File: config.mk
export PLATFORM = sky130hd
export DESIGN_NAME = lcd_framebuffer_text_engine_flat
export DESIGN_NICKNAME = d
export VERILOG_FILES = /design/src/design/lcdfb_pkg.sv /design/src/design/lcdfb_if.sv /design/src/design/lcdfb_frame_store.sv /design/src/design/lcd_framebuffer_text_engine.sv /design/src/flat_wrapper.sv
export SDC_FILE = /design/constraint.sdc
export NUM_CORES = 2
export LEC_CHECK = 0
export ABC_AREA = 0
export ABC_CLOCK_PERIOD_IN_PS = 52400
export BUFFER_PORTS_ARGS = -buffer_cell sky130_fd_sc_hd__buf_2
export CAP_MARGIN = 5
export CORE_MARGIN = 4
export CORE_UTILIZATION = 40
export CTS_CLUSTER_DIAMETER = 80
export CTS_CLUSTER_SIZE = 24
export DETAILED_ROUTE_END_ITERATION = 10
export PLACE_DENSITY_LB_ADDON = 0.25
export SETUP_SLACK_MARGIN = 0.05
export SYNTH_ARGS = -nofsm -noshare
export SYNTH_HDL_FRONTEND = slang
export SYNTH_HIERARCHICAL = 1
export SYNTH_SLANG_ARGS = --single-unit
File: constraint.sdc
create_clock -name clock -period 52.4 [get_ports clock]
set_clock_uncertainty 0.1 [all_clocks]
set_input_delay 10.48 -clock clock [delete_from_list [all_inputs] [get_ports clock]]
set_output_delay 10.48 -clock clock [all_outputs]
set_load 0.05 [all_outputs]
File: src/design/lcdfb_pkg.sv
// Shared constants, command codes and store request type for the LCD framebuffer text engine.
`default_nettype none

package lcdfb_pkg;

   localparam int SCREEN_COLUMNS = 84;
   localparam int SCREEN_ROWS    = 48;
   localparam int GLYPH_WIDTH    = 5;
   localparam int GLYPH_HEIGHT   = 7;

   localparam int STORE_BYTES    = ((SCREEN_ROWS + 7) / 8) * SCREEN_COLUMNS;
   localparam int ADDR_WIDTH     = $clog2(STORE_BYTES);
   localparam int GLYPH_BITS     = GLYPH_WIDTH * GLYPH_HEIGHT;
   localparam int GLYPH_IDX_W    = $clog2(GLYPH_BITS);
   localparam int GX_WIDTH       = $clog2(GLYPH_WIDTH);
   localparam int GY_WIDTH       = $clog2(GLYPH_HEIGHT);
   // worst case pixel address: page 31 of a 256-row space plus column 255
   localparam int PIX_ADDR_WIDTH = $clog2(32 * SCREEN_COLUMNS + 256);

   typedef enum logic [2:0] {
      CMD_CLEAR  = 3'd0,
      CMD_PIXEL  = 3'd1,
      CMD_GLYPH  = 3'd2,
      CMD_CURSOR = 3'd3,
      CMD_READ   = 3'd4
   } cmd_type;

   typedef struct packed {
      logic                  rd_en;
      logic                  wr_en;
      logic [ADDR_WIDTH-1:0] addr;
      logic [7:0]            wr_data;
   } store_req_type;

   function automatic logic [PIX_ADDR_WIDTH-1:0] pixel_addr(input logic [7:0] x,
                                                            input logic [7:0] y);
      return PIX_ADDR_WIDTH'(y[7:3]) * PIX_ADDR_WIDTH'(SCREEN_COLUMNS)
             + PIX_ADDR_WIDTH'(x);
   endfunction

endpackage

`default_nettype wire

File: src/design/lcdfb_if.sv
// Request, response and control register channel interfaces.
`default_nettype none

interface lcdfb_req_if;
   logic        valid;
   logic        ready;
   logic [2:0]  cmd;
   logic [7:0]  pos_x;
   logic [7:0]  pos_y;
   logic        pixel_value;
   logic [34:0] glyph;
   logic [8:0]  byte_index;

   modport source(output valid, cmd, pos_x, pos_y, pixel_value, glyph, byte_index,
                  input ready);
   modport sink(input valid, cmd, pos_x, pos_y, pixel_value, glyph, byte_index,
                output ready);
endinterface

interface lcdfb_rsp_if;
   logic       valid;
   logic       ready;
   logic [7:0] read_data;
   logic [7:0] cursor_col;
   logic [7:0] cursor_row;

   modport source(output valid, read_data, cursor_col, cursor_row, input ready);
   modport sink(input valid, read_data, cursor_col, cursor_row, output ready);
endinterface

interface lcdfb_csr_if;
   logic       valid;
   logic       ready;
   logic [3:0] text_scale;

   modport source(output valid, text_scale, input ready);
   modport sink(input valid, text_scale, output ready);
endinterface

`default_nettype wire

File: src/design/lcdfb_frame_store.sv
// Single-port frame store, one byte per page column, registered read data.
`default_nettype none

module lcdfb_frame_store (
   input  wire                         clock,
   input  lcdfb_pkg::store_req_type    store_req,
   output logic [7:0]                  rd_data
);

   logic [7:0] mem [lcdfb_pkg::STORE_BYTES];
   logic [7:0] rd_data_ff;

   always_ff @(posedge clock) begin
      if (store_req.wr_en) begin
         mem[store_req.addr] <= store_req.wr_data;
      end
      if (store_req.rd_en) begin
         rd_data_ff <= mem[store_req.addr];
      end
   end

   assign rd_data = rd_data_ff;

endmodule

`default_nettype wire

File: src/design/lcd_framebuffer_text_engine.sv
// Top level: command sequencer driving the frame store read-modify-write unit.
// A request is taken only in the idle state and is carried through to its response before the
// next is taken; each pixel is a store read then a store write.
// A new request is taken while the previous response is still waiting.
// Reset: synchronous; a sweep zeroes all 504 store bytes, req_if.ready stays low until done.
`default_nettype none

module lcd_framebuffer_text_engine (
   input  wire          clock,
   input  wire          reset,
   lcdfb_req_if.sink    req_if,
   lcdfb_rsp_if.source  rsp_if,
   lcdfb_csr_if.sink    csr_if
);

   typedef enum logic [3:0] {
      ST_INIT,
      ST_IDLE,
      ST_CLEAR,
      ST_PIX_RD,
      ST_PIX_WR,
      ST_ADVANCE,
      ST_READ_CAP,
      ST_FINISH
   } state_type;

   localparam int AW = lcdfb_pkg::ADDR_WIDTH;
   localparam int XW = lcdfb_pkg::GX_WIDTH;
   localparam int YW = lcdfb_pkg::GY_WIDTH;
   localparam int IW = lcdfb_pkg::GLYPH_IDX_W;

   state_type                 state_ff, state_in;
   logic [AW-1:0]             sweep_ff, sweep_in;
   logic [7:0]                x_ff, x_in;
   logic [7:0]                y_ff, y_in;
   logic [XW-1:0]             gx_ff, gx_in;
   logic [3:0]                sx_ff, sx_in;
   logic [YW-1:0]             gy_ff, gy_in;
   logic [3:0]                sy_ff, sy_in;
   logic                      is_glyph_ff, is_glyph_in;
   logic                      value_ff, value_in;
   logic [34:0]               glyph_ff, glyph_in;
   logic [AW-1:0]             addr_ff, addr_in;
   logic                      in_range_ff, in_range_in;
   logic [7:0]                cur_col_ff, cur_col_in;
   logic [7:0]                cur_row_ff, cur_row_in;
   logic [7:0]                result_ff, result_in;
   logic                      rsp_valid_ff, rsp_valid_in;
   logic [7:0]                rsp_data_ff, rsp_data_in;
   logic [7:0]                rsp_col_ff, rsp_col_in;
   logic [7:0]                rsp_row_ff, rsp_row_in;
   logic [3:0]                scale_ff, scale_in;

   lcdfb_pkg::store_req_type  store_req;
   logic [7:0]                rd_data;

   logic [lcdfb_pkg::PIX_ADDR_WIDTH-1:0] pix_addr;
   logic                      pix_in_range;
   logic [IW-1:0]             glyph_pos;
   logic                      bit_on;
   logic [7:0]                bit_mask;
   logic [7:0]                modified;
   logic                      last_sx, last_gx, last_sy, last_gy;
   logic [7:0]                col_sum, row_sum, adv_row;
   logic                      req_accept;
   logic                      read_ok;

   lcdfb_frame_store u_store (
      .clock     (clock),
      .store_req (store_req),
      .rd_data   (rd_data)
   );

   assign req_if.ready = (state_ff == ST_IDLE);
   assign req_accept   = req_if.valid && req_if.ready;
   assign csr_if.ready = 1'b1;

   assign rsp_if.valid      = rsp_valid_ff;
   assign rsp_if.read_data  = rsp_data_ff;
   assign rsp_if.cursor_col = rsp_col_ff;
   assign rsp_if.cursor_row = rsp_row_ff;

   // pixel address unit, shared by set pixel and glyph drawing
   assign pix_addr     = lcdfb_pkg::pixel_addr(x_ff, y_ff);
   assign pix_in_range = pix_addr < lcdfb_pkg::PIX_ADDR_WIDTH'(lcdfb_pkg::STORE_BYTES);
   assign glyph_pos    = IW'(gx_ff) * IW'(lcdfb_pkg::GLYPH_HEIGHT) + IW'(gy_ff);
   assign bit_on       = is_glyph_ff ? glyph_ff[glyph_pos] : value_ff;
   assign bit_mask     = 8'd1 << y_ff[2:0];
   assign modified     = bit_on ? (rd_data | bit_mask) : (rd_data & ~bit_mask);
   assign read_ok      = req_if.byte_index < 9'(lcdfb_pkg::STORE_BYTES);

   assign last_sx = (sx_ff == scale_ff - 4'd1);
   assign last_sy = (sy_ff == scale_ff - 4'd1);
   assign last_gx = (gx_ff == XW'(lcdfb_pkg::GLYPH_WIDTH - 1));
   assign last_gy = (gy_ff == YW'(lcdfb_pkg::GLYPH_HEIGHT - 1));

   // cursor advance, 8-bit wrap
   assign col_sum = cur_col_ff + 8'(scale_ff) * 8'(lcdfb_pkg::GLYPH_WIDTH) + 8'd1;
   assign row_sum = cur_row_ff + 8'(scale_ff) * 8'(lcdfb_pkg::GLYPH_HEIGHT) + 8'd1;
   assign adv_row = (col_sum >= 8'(lcdfb_pkg::SCREEN_COLUMNS)) ? row_sum : cur_row_ff;

   always_comb begin
      state_in     = state_ff;
      sweep_in     = sweep_ff;
      x_in         = x_ff;
      y_in         = y_ff;
      gx_in        = gx_ff;
      sx_in        = sx_ff;
      gy_in        = gy_ff;
      sy_in        = sy_ff;
      is_glyph_in  = is_glyph_ff;
      value_in     = value_ff;
      glyph_in     = glyph_ff;
      addr_in      = addr_ff;
      in_range_in  = in_range_ff;
      cur_col_in   = cur_col_ff;
      cur_row_in   = cur_row_ff;
      result_in    = result_ff;
      rsp_valid_in = rsp_valid_ff && !rsp_if.ready;
      rsp_data_in  = rsp_data_ff;
      rsp_col_in   = rsp_col_ff;
      rsp_row_in   = rsp_row_ff;
      scale_in     = csr_if.valid ? csr_if.text_scale : scale_ff;

      store_req.rd_en   = 1'b0;
      store_req.wr_en   = 1'b0;
      store_req.addr    = addr_ff;
      store_req.wr_data = modified;

      case (state_ff)
         ST_INIT, ST_CLEAR: begin
            store_req.wr_en   = 1'b1;
            store_req.addr    = sweep_ff;
            store_req.wr_data = 8'd0;
            sweep_in          = sweep_ff + AW'(1);
            if (sweep_ff == AW'(lcdfb_pkg::STORE_BYTES - 1)) begin
               state_in = (state_ff == ST_INIT) ? ST_IDLE : ST_FINISH;
            end
         end
         ST_IDLE: begin
            if (req_accept) begin
               result_in = 8'd0;
               case (req_if.cmd)
                  lcdfb_pkg::CMD_CLEAR: begin
                     sweep_in   = '0;
                     cur_col_in = 8'd0;
                     cur_row_in = 8'd0;
                     state_in   = ST_CLEAR;
                  end
                  lcdfb_pkg::CMD_PIXEL: begin
                     x_in        = req_if.pos_x;
                     y_in        = req_if.pos_y;
                     value_in    = req_if.pixel_value;
                     is_glyph_in = 1'b0;
                     state_in    = ST_PIX_RD;
                  end
                  lcdfb_pkg::CMD_GLYPH: begin
                     glyph_in    = req_if.glyph;
                     is_glyph_in = 1'b1;
                     x_in        = cur_col_ff;
                     y_in        = cur_row_ff;
                     gx_in       = '0;
                     sx_in       = 4'd0;
                     gy_in       = '0;
                     sy_in       = 4'd0;
                     // zero scale draws nothing but still moves the cursor
                     state_in    = (scale_ff == 4'd0) ? ST_ADVANCE : ST_PIX_RD;
                  end
                  lcdfb_pkg::CMD_CURSOR: begin
                     cur_col_in = req_if.pos_x;
                     cur_row_in = req_if.pos_y;
                     state_in   = ST_FINISH;
                  end
                  lcdfb_pkg::CMD_READ: begin
                     store_req.rd_en = read_ok;
                     store_req.addr  = req_if.byte_index;
                     in_range_in     = read_ok;
                     state_in        = ST_READ_CAP;
                  end
                  default: begin
                     state_in = ST_FINISH;
                  end
               endcase
            end
         end
         ST_PIX_RD: begin
            store_req.rd_en = pix_in_range;
            store_req.addr  = pix_addr[AW-1:0];
            addr_in         = pix_addr[AW-1:0];
            in_range_in     = pix_in_range;
            state_in        = ST_PIX_WR;
         end
         ST_PIX_WR: begin
            store_req.wr_en = in_range_ff;
            if (!is_glyph_ff) begin
               state_in = ST_FINISH;
            end else if (!(last_sy && last_gy)) begin
               // rows inner
               y_in     = y_ff + 8'd1;
               sy_in    = last_sy ? 4'd0 : sy_ff + 4'd1;
               gy_in    = last_sy ? gy_ff + YW'(1) : gy_ff;
               state_in = ST_PIX_RD;
            end else begin
               y_in     = cur_row_ff;
               sy_in    = 4'd0;
               gy_in    = '0;
               x_in     = x_ff + 8'd1;
               sx_in    = last_sx ? 4'd0 : sx_ff + 4'd1;
               gx_in    = last_sx ? gx_ff + XW'(1) : gx_ff;
               state_in = (last_sx && last_gx) ? ST_ADVANCE : ST_PIX_RD;
            end
         end
         ST_ADVANCE: begin
            if (adv_row >= 8'(lcdfb_pkg::SCREEN_ROWS)) begin
               cur_col_in = 8'd0;
               cur_row_in = 8'd0;
            end else begin
               cur_col_in = (col_sum >= 8'(lcdfb_pkg::SCREEN_COLUMNS)) ? 8'd0 : col_sum;
               cur_row_in = adv_row;
            end
            state_in = ST_FINISH;
         end
         ST_READ_CAP: begin
            result_in = in_range_ff ? rd_data : 8'd0;
            state_in  = ST_FINISH;
         end
         ST_FINISH: begin
            if (!rsp_valid_ff || rsp_if.ready) begin
               rsp_valid_in = 1'b1;
               rsp_data_in  = result_ff;
               rsp_col_in   = cur_col_ff;
               rsp_row_in   = cur_row_ff;
               state_in     = ST_IDLE;
            end
         end
         default: begin
            state_in = ST_IDLE;
         end
      endcase
   end

   always_ff @(posedge clock) begin
      if (reset) begin
         state_ff     <= ST_INIT;
         sweep_ff     <= '0;
         cur_col_ff   <= 8'd0;
         cur_row_ff   <= 8'd0;
         rsp_valid_ff <= 1'b0;
         scale_ff     <= 4'd1;
      end else begin
         state_ff     <= state_in;
         sweep_ff     <= sweep_in;
         cur_col_ff   <= cur_col_in;
         cur_row_ff   <= cur_row_in;
         rsp_valid_ff <= rsp_valid_in;
         scale_ff     <= scale_in;
      end
      x_ff        <= x_in;
      y_ff        <= y_in;
      gx_ff       <= gx_in;
      sx_ff       <= sx_in;
      gy_ff       <= gy_in;
      sy_ff       <= sy_in;
      is_glyph_ff <= is_glyph_in;
      value_ff    <= value_in;
      glyph_ff    <= glyph_in;
      addr_ff     <= addr_in;
      in_range_ff <= in_range_in;
      result_ff   <= result_in;
      rsp_data_ff <= rsp_data_in;
      rsp_col_ff  <= rsp_col_in;
      rsp_row_ff  <= rsp_row_in;
   end

   // store never sees an address past the end, and never a read and write together
   a_store_addr: assert property (@(posedge clock) disable iff (reset)
      (store_req.wr_en || store_req.rd_en) |->
         (store_req.addr < AW'(lcdfb_pkg::STORE_BYTES)))
      else $error("frame store access out of range");

   a_store_port: assert property (@(posedge clock) disable iff (reset)
      !(store_req.wr_en && store_req.rd_en))
      else $error("frame store read and write in one cycle");

   // after a glyph the cursor always sits on the screen
   a_cursor_wrap: assert property (@(posedge clock) disable iff (reset)
      (state_ff == ST_ADVANCE) |=>
         (cur_col_ff < 8'(lcdfb_pkg::SCREEN_COLUMNS)) &&
         (cur_row_ff < 8'(lcdfb_pkg::SCREEN_ROWS)))
      else $error("cursor off screen after glyph advance");

   // a response is only loaded from the finish step
   a_rsp_source: assert property (@(posedge clock) disable iff (reset)
      $rose(rsp_valid_ff) |-> ($past(state_ff) == ST_FINISH))
      else $error("response raised outside finish step");

endmodule

`default_nettype wire

File: src/flat_wrapper.sv
// flat-port wrapper written by rule: the top's interface ports become plain ports
module lcd_framebuffer_text_engine_flat 
  (clock, reset, req_if_valid, req_if_cmd, req_if_pos_x, req_if_pos_y, req_if_pixel_value, req_if_glyph, req_if_byte_index, req_if_ready, rsp_if_valid, rsp_if_read_data, rsp_if_cursor_col, rsp_if_cursor_row, rsp_if_ready, csr_if_valid, csr_if_text_scale, csr_if_ready);
  lcdfb_req_if req_if_i ();
  lcdfb_rsp_if rsp_if_i ();
  lcdfb_csr_if csr_if_i ();
  input  wire clock;
  input  wire reset;
  input wire logic [$bits(req_if_i.valid)-1:0] req_if_valid;
  input wire logic [$bits(req_if_i.cmd)-1:0] req_if_cmd;
  input wire logic [$bits(req_if_i.pos_x)-1:0] req_if_pos_x;
  input wire logic [$bits(req_if_i.pos_y)-1:0] req_if_pos_y;
  input wire logic [$bits(req_if_i.pixel_value)-1:0] req_if_pixel_value;
  input wire logic [$bits(req_if_i.glyph)-1:0] req_if_glyph;
  input wire logic [$bits(req_if_i.byte_index)-1:0] req_if_byte_index;
  output wire logic [$bits(req_if_i.ready)-1:0] req_if_ready;
  output wire logic [$bits(rsp_if_i.valid)-1:0] rsp_if_valid;
  output wire logic [$bits(rsp_if_i.read_data)-1:0] rsp_if_read_data;
  output wire logic [$bits(rsp_if_i.cursor_col)-1:0] rsp_if_cursor_col;
  output wire logic [$bits(rsp_if_i.cursor_row)-1:0] rsp_if_cursor_row;
  input wire logic [$bits(rsp_if_i.ready)-1:0] rsp_if_ready;
  input wire logic [$bits(csr_if_i.valid)-1:0] csr_if_valid;
  input wire logic [$bits(csr_if_i.text_scale)-1:0] csr_if_text_scale;
  output wire logic [$bits(csr_if_i.ready)-1:0] csr_if_ready;
  assign req_if_i.valid = req_if_valid;
  assign req_if_i.cmd = req_if_cmd;
  assign req_if_i.pos_x = req_if_pos_x;
  assign req_if_i.pos_y = req_if_pos_y;
  assign req_if_i.pixel_value = req_if_pixel_value;
  assign req_if_i.glyph = req_if_glyph;
  assign req_if_i.byte_index = req_if_byte_index;
  assign req_if_ready = req_if_i.ready;
  assign rsp_if_valid = rsp_if_i.valid;
  assign rsp_if_read_data = rsp_if_i.read_data;
  assign rsp_if_cursor_col = rsp_if_i.cursor_col;
  assign rsp_if_cursor_row = rsp_if_i.cursor_row;
  assign rsp_if_i.ready = rsp_if_ready;
  assign csr_if_i.valid = csr_if_valid;
  assign csr_if_i.text_scale = csr_if_text_scale;
  assign csr_if_ready = csr_if_i.ready;
  lcd_framebuffer_text_engine u_core (.clock(clock), .reset(reset), .req_if(req_if_i), .rsp_if(rsp_if_i), .csr_if(csr_if_i));
endmodule
==> flow_metrics.py <==
metrics = {
    "global_routing": {
        "grtUsageTotal_pct": 21.6,
        "grt_pass1_vias": 83100,
        "antenna_found_initial": 23,
        "overflow": 0,
        "grt_pass1_wl_um": 657000,
        "grt_start_max_net_pins": 209,
    },
    "worst_setup_path": {
        "endpoint_kind": "flip-flop",
        "cp_common_cell": "buf_4",
        "slowest_stage": "buf_4",
        "r2r_setup_slack_ns": 43.39,
        "path_cells": "buf_2 > nor2_1 > nand3_1 > nor2_1 > a222oi_1 > o21ai_4 > buf_4 > buf_4 > buf_12 > buf_4 > buf_4 > buf_4 > mux4_2 > mux2_2 > nand3_1 > nand4_1 > or4_1 > nor4_1 > nand4_1",
        "crit_path_max_fanout": 88,
        "r2r_end": "u_core/u_store/rd_data[5]",
        "cp_slowest_stage_delay_ns": 0.81,
        "required_ns": 52.93,
        "r2r_start": "u_core/state_ff[0]",
        "cp_top_family": "buffers and inverters",
        "cp_num_buf_inv": 7,
        "cp-start-kind": "primary input",
        "arrival_ns": 18.77,
        "ff2ff_path_depth": 17,
        "crit_type": "primary input to flip-flop",
    },
    "timing": {
        "relSlewSlack_pct": 2.33,
        "period_share_pct": 34.8,
        "setup_violations": 0,
        "hold_viol_final": 0,
        "tns_ns": 0,
        "hold_ws_ns": 0.332,
        "fmax_mhz": 54.8,
        "worstMarginPinSlew_ns": 1.45,
        "report.final.slew_viol_count": 0,
        "post-route-min-period_ns": 18.24,
        "rsz0062_at_grt": "false",
    },
    "detailed_routing": {
        "drt-initial-drc-count": 11800,
        "ant_nets": 0,
        "vias_per_cell": 6.10,
        "drtPass1Iterations": 6,
        "vias": 83900,
        "wl_um": 468000,
        "post-route-drc-count": 0,
        "avgRoutedWirePerCell_um": 34.0,
    },
    "die": {
        "io_pins": 100,
        "dieWidth_um": 652,
        "rows": 236,
        "start_util_pct": 40.1,
        "die_h_um": 652,
        "core-area_sq_mm": 0.413,
        "dieArea_sq_mm": 0.425,
    },
    "yosys": {
        "synthXorXnorAreaFrac_pct": 0.288,
        "synth_compound_area_share_pct": 3.30,
        "yosys_register_bits": 4182,
        "synthCells": 8191,
        "synth_edf_count": 4149,
        "synth_seq_area_share_pct": 75.6,
        "yosysWarnings": 6,
        "synth_fa_ha_area_share_pct": 0.695,
        "syn_area_sq_mm": 0.166,
        "synth_top_family_by_area": "multiplexers",
        "muxShareOfSynthArea_pct": 15.2,
        "synth_cell_type_count": 107,
        "synthSimpleGateAreaFrac_pct": 3.17,
        "synth-main-ff-cell": "edfxtp_1",
        "synth_nets": 8347,
        "avgSynthCellArea_sq_um": 20.2,
        "synth-async-reset-ratio_pct": 0,
    },
    "power_and_ir_drop": {
        "switching_power_mw": 1.21,
        "leakage_nw": 59.7,
        "power_frac_seq_pct": 63.7,
        "power_density_mw_per_mm2": 31.9,
        "p_int_mw": 4.47,
        "combPwrFrac_pct": 5.4,
        "clkPwrFrac_pct": 30.9,
        "swShare_pct": 21.3,
        "ir_drop_v": 0.0000258,
    },
    "clock_tree": {
        "clock_latency_ns": 0.95,
        "numClockSinks": 4182,
        "tritoncts": "built",
        "cts_hold_buf": 0,
        "cts_setup_buffers": 0,
        "htree_levels": 4,
        "cts_resized": 0,
        "cts_buffers": 203,
        "cts_buffer_depth": 4,
        "clkTransAtPathRegs_ns": 0.09,
        "cts-root-buf": "clkbuf_16",
    },
    "min_path": {
        "hp-class": "flip-flop to flip-flop",
        "hold_depth": 0,
        "hold_start": "u_core/result_ff[7]",
        "whs_endpoint": "u_core/rsp_if.read_data[7]",
    },
    "cells_and_area": {
        "drive_above_1_share_pct": 19.5,
        "final_nets": 8384,
        "n_fill_cell": 35300,
        "areaGrowthSynthToFinish_pct": 7.59,
    },
    "placement": {
        "dp_hpwl_um": 297000,
        "portBuffers": 98,
        "routabilityCongestion": 0.907,
    },
    "job": {
        "cap_violations": 0,
    },
    "outcome": {
        "status": "finished, final reports clean",
    },
}
==> placed cells by master, fill, tap and decap left out, drive strengths merged, types with 118 or more instances in the layout <==
| cell type | count |
|---|---|
| clkbuf | 217 |
| nor2 | 631 |
| edfxtp | 4149 |
| mux4 | 903 |
| a21oi | 123 |
| mux2i | 394 |
| nand2 | 163 |
| a22oi | 118 |
| o21ai | 131 |
| buf | 327 |
| o22ai | 140 |
==> metal layers <==
| metal | part of all wire, % | up-vias | global-route usage [%] |
|---|---|---|---|
| met2 | 46 | 3969 | 33.7 |
| met1 | 40 | 45600 | 30.4 |
| met3 | 9.4 | 675 | 4.69 |
| met5 | 0.015 | - | 0 |
| met4 | 3.8 | 10 | 6.95 |
| li1 | - | 33600 | - |
==> through the flow <==
| step | power (mW) | worst slack [ns] | util [%] | instance area [sq um] | std cells |
|---|---|---|---|---|---|
| after floorplan | 3.91 | 32.06 | - | 166000 | 8191 |
| after global routing | 5.86 | 33.59 | 43.2 | 178000 | 13800 |
| after CTS | 5.73 | 34.15 | 43.2 | 178000 | 13800 |
| final | 5.68 | 34.16 | 43.2 | 178000 | 13800 |
| after detailed placement | 4.00 | 33.14 | 41.8 | 173000 | 13500 |
| after global placement | 4.00 | 33.26 | 41.8 | 173000 | 13500 |
==> power by group through the flow <==
stage	clock (mW)	combinational [mW]	sequential, mW
after floorplan	0	0.212	3.70
after global placement	0	0.304	3.70
after detailed placement	0	0.306	3.70
after CTS	1.80	0.307	3.62
after global routing	1.92	0.319	3.62
final	1.76	0.305	3.62
==> worst register-to-register path, delay by kind of cell, from the launching register on <==
| kind | cells | cell delay (ns) |
|---|---|---|
| buffers and inverters | 7 | 4.68 |
| AND/OR/NAND/NOR | 6 | 1.72 |
| multiplexers | 2 | 0.99 |
| flip-flops | 1 | 0.77 |
| AO/OA/AOI/OAI | 2 | 0.50 |
==> layout make-up <==
type / instances / area (sq um) / share of cell area [%]
antenna: 5 / 12.5 / 0.00702
clock buffer: 217 / 5220 / 2.93
clock inverter: 41 / 369 / 0.207
inverter: 60 / 235 / 0.132
multi-input combinational: 3453 / 38000 / 21.3
sequential: 4182 / 125000 / 70.3
tap: 5474 / 6850 / 3.84
timing repair buffer: 328 / 2360 / 1.32
==> flip-flops by register name, indices dropped and copies added, names as in the netlist, 9 cells and up <==
| signal | flops |
|---|---|
| u_core/u_store/mem | 4032 |
| u_core/sweep_ff | 9 |
| u_core/glyph_ff | 35 |
| u_core/addr_ff | 9 |
==> synth_stat cells, types with 22 or more instances <==
| master | number | share of area (%) |
|---|---|---|
| a221oi_1 | 31 | 0.16 |
| nor2b_1 | 23 | 0.087 |
| a31oi_1 | 35 | 0.13 |
| buf_4 | 51 | 0.23 |
| nand3_1 | 104 | 0.31 |
| nand2_1 | 161 | 0.36 |
| a22oi_1 | 118 | 0.53 |
| clkbuf_1 | 207 | 0.47 |
| a32oi_1 | 23 | 0.12 |
| nor2_1 | 630 | 1.4 |
| dfxtp_1 | 33 | 0.40 |
| o22ai_1 | 139 | 0.52 |
| and2_1 | 24 | 0.091 |
| buf_6 | 52 | 0.35 |
| mux4_2 | 886 | 12 |
| ha_1 | 68 | 0.51 |
| a211oi_1 | 22 | 0.10 |
| buf_2 | 161 | 0.49 |
| nor3_1 | 25 | 0.076 |
| mux2_2 | 67 | 0.46 |
| inv_1 | 56 | 0.13 |
| nand4_1 | 46 | 0.17 |
| o21ai_0 | 121 | 0.37 |
| edfxtp_1 | 4149 | 75 |
| xnor2_1 | 35 | 0.18 |
| a21oi_1 | 123 | 0.37 |
| mux2i_1 | 393 | 2.4 |
==> worst max path at each step <==
| stage | from | to | slack (ns) | cells past startpoint |
|---|---|---|---|---|
| final | req_if_cmd[1] | u_core/u_store/rd_data[5] | 34.16 | 19 |
| after global routing | req_if_cmd[1] | u_core/u_store/rd_data[5] | 33.59 | 19 |
| after detailed placement | req_if_cmd[1] | u_core/u_store/rd_data[5] | 33.14 | 19 |
| after global placement | req_if_cmd[1] | u_core/u_store/rd_data[2] | 33.26 | 17 |
| after floorplan | u_core/gx_ff[0] | u_core/u_store/mem[0][3] | 32.06 | 10 |
| after CTS | req_if_cmd[1] | u_core/u_store/rd_data[5] | 34.15 | 19 |
==> kinds of logic (layout without fill, tap and decap cells) <==
kind of cell / after synthesis / after routing
muxes: 1364 / 1364
buffers and inverters: 556 / 646
xor gates and xnor gates: 53 / 53
other: 1 / 6
and+or+nand+nor: 1152 / 1152
adders and majority gates: 83 / 83
DFF: 4182 / 4182
AOI/OAI and AO/OA: 800 / 800
No activity file was read; power rests on OpenSTA's default activity.
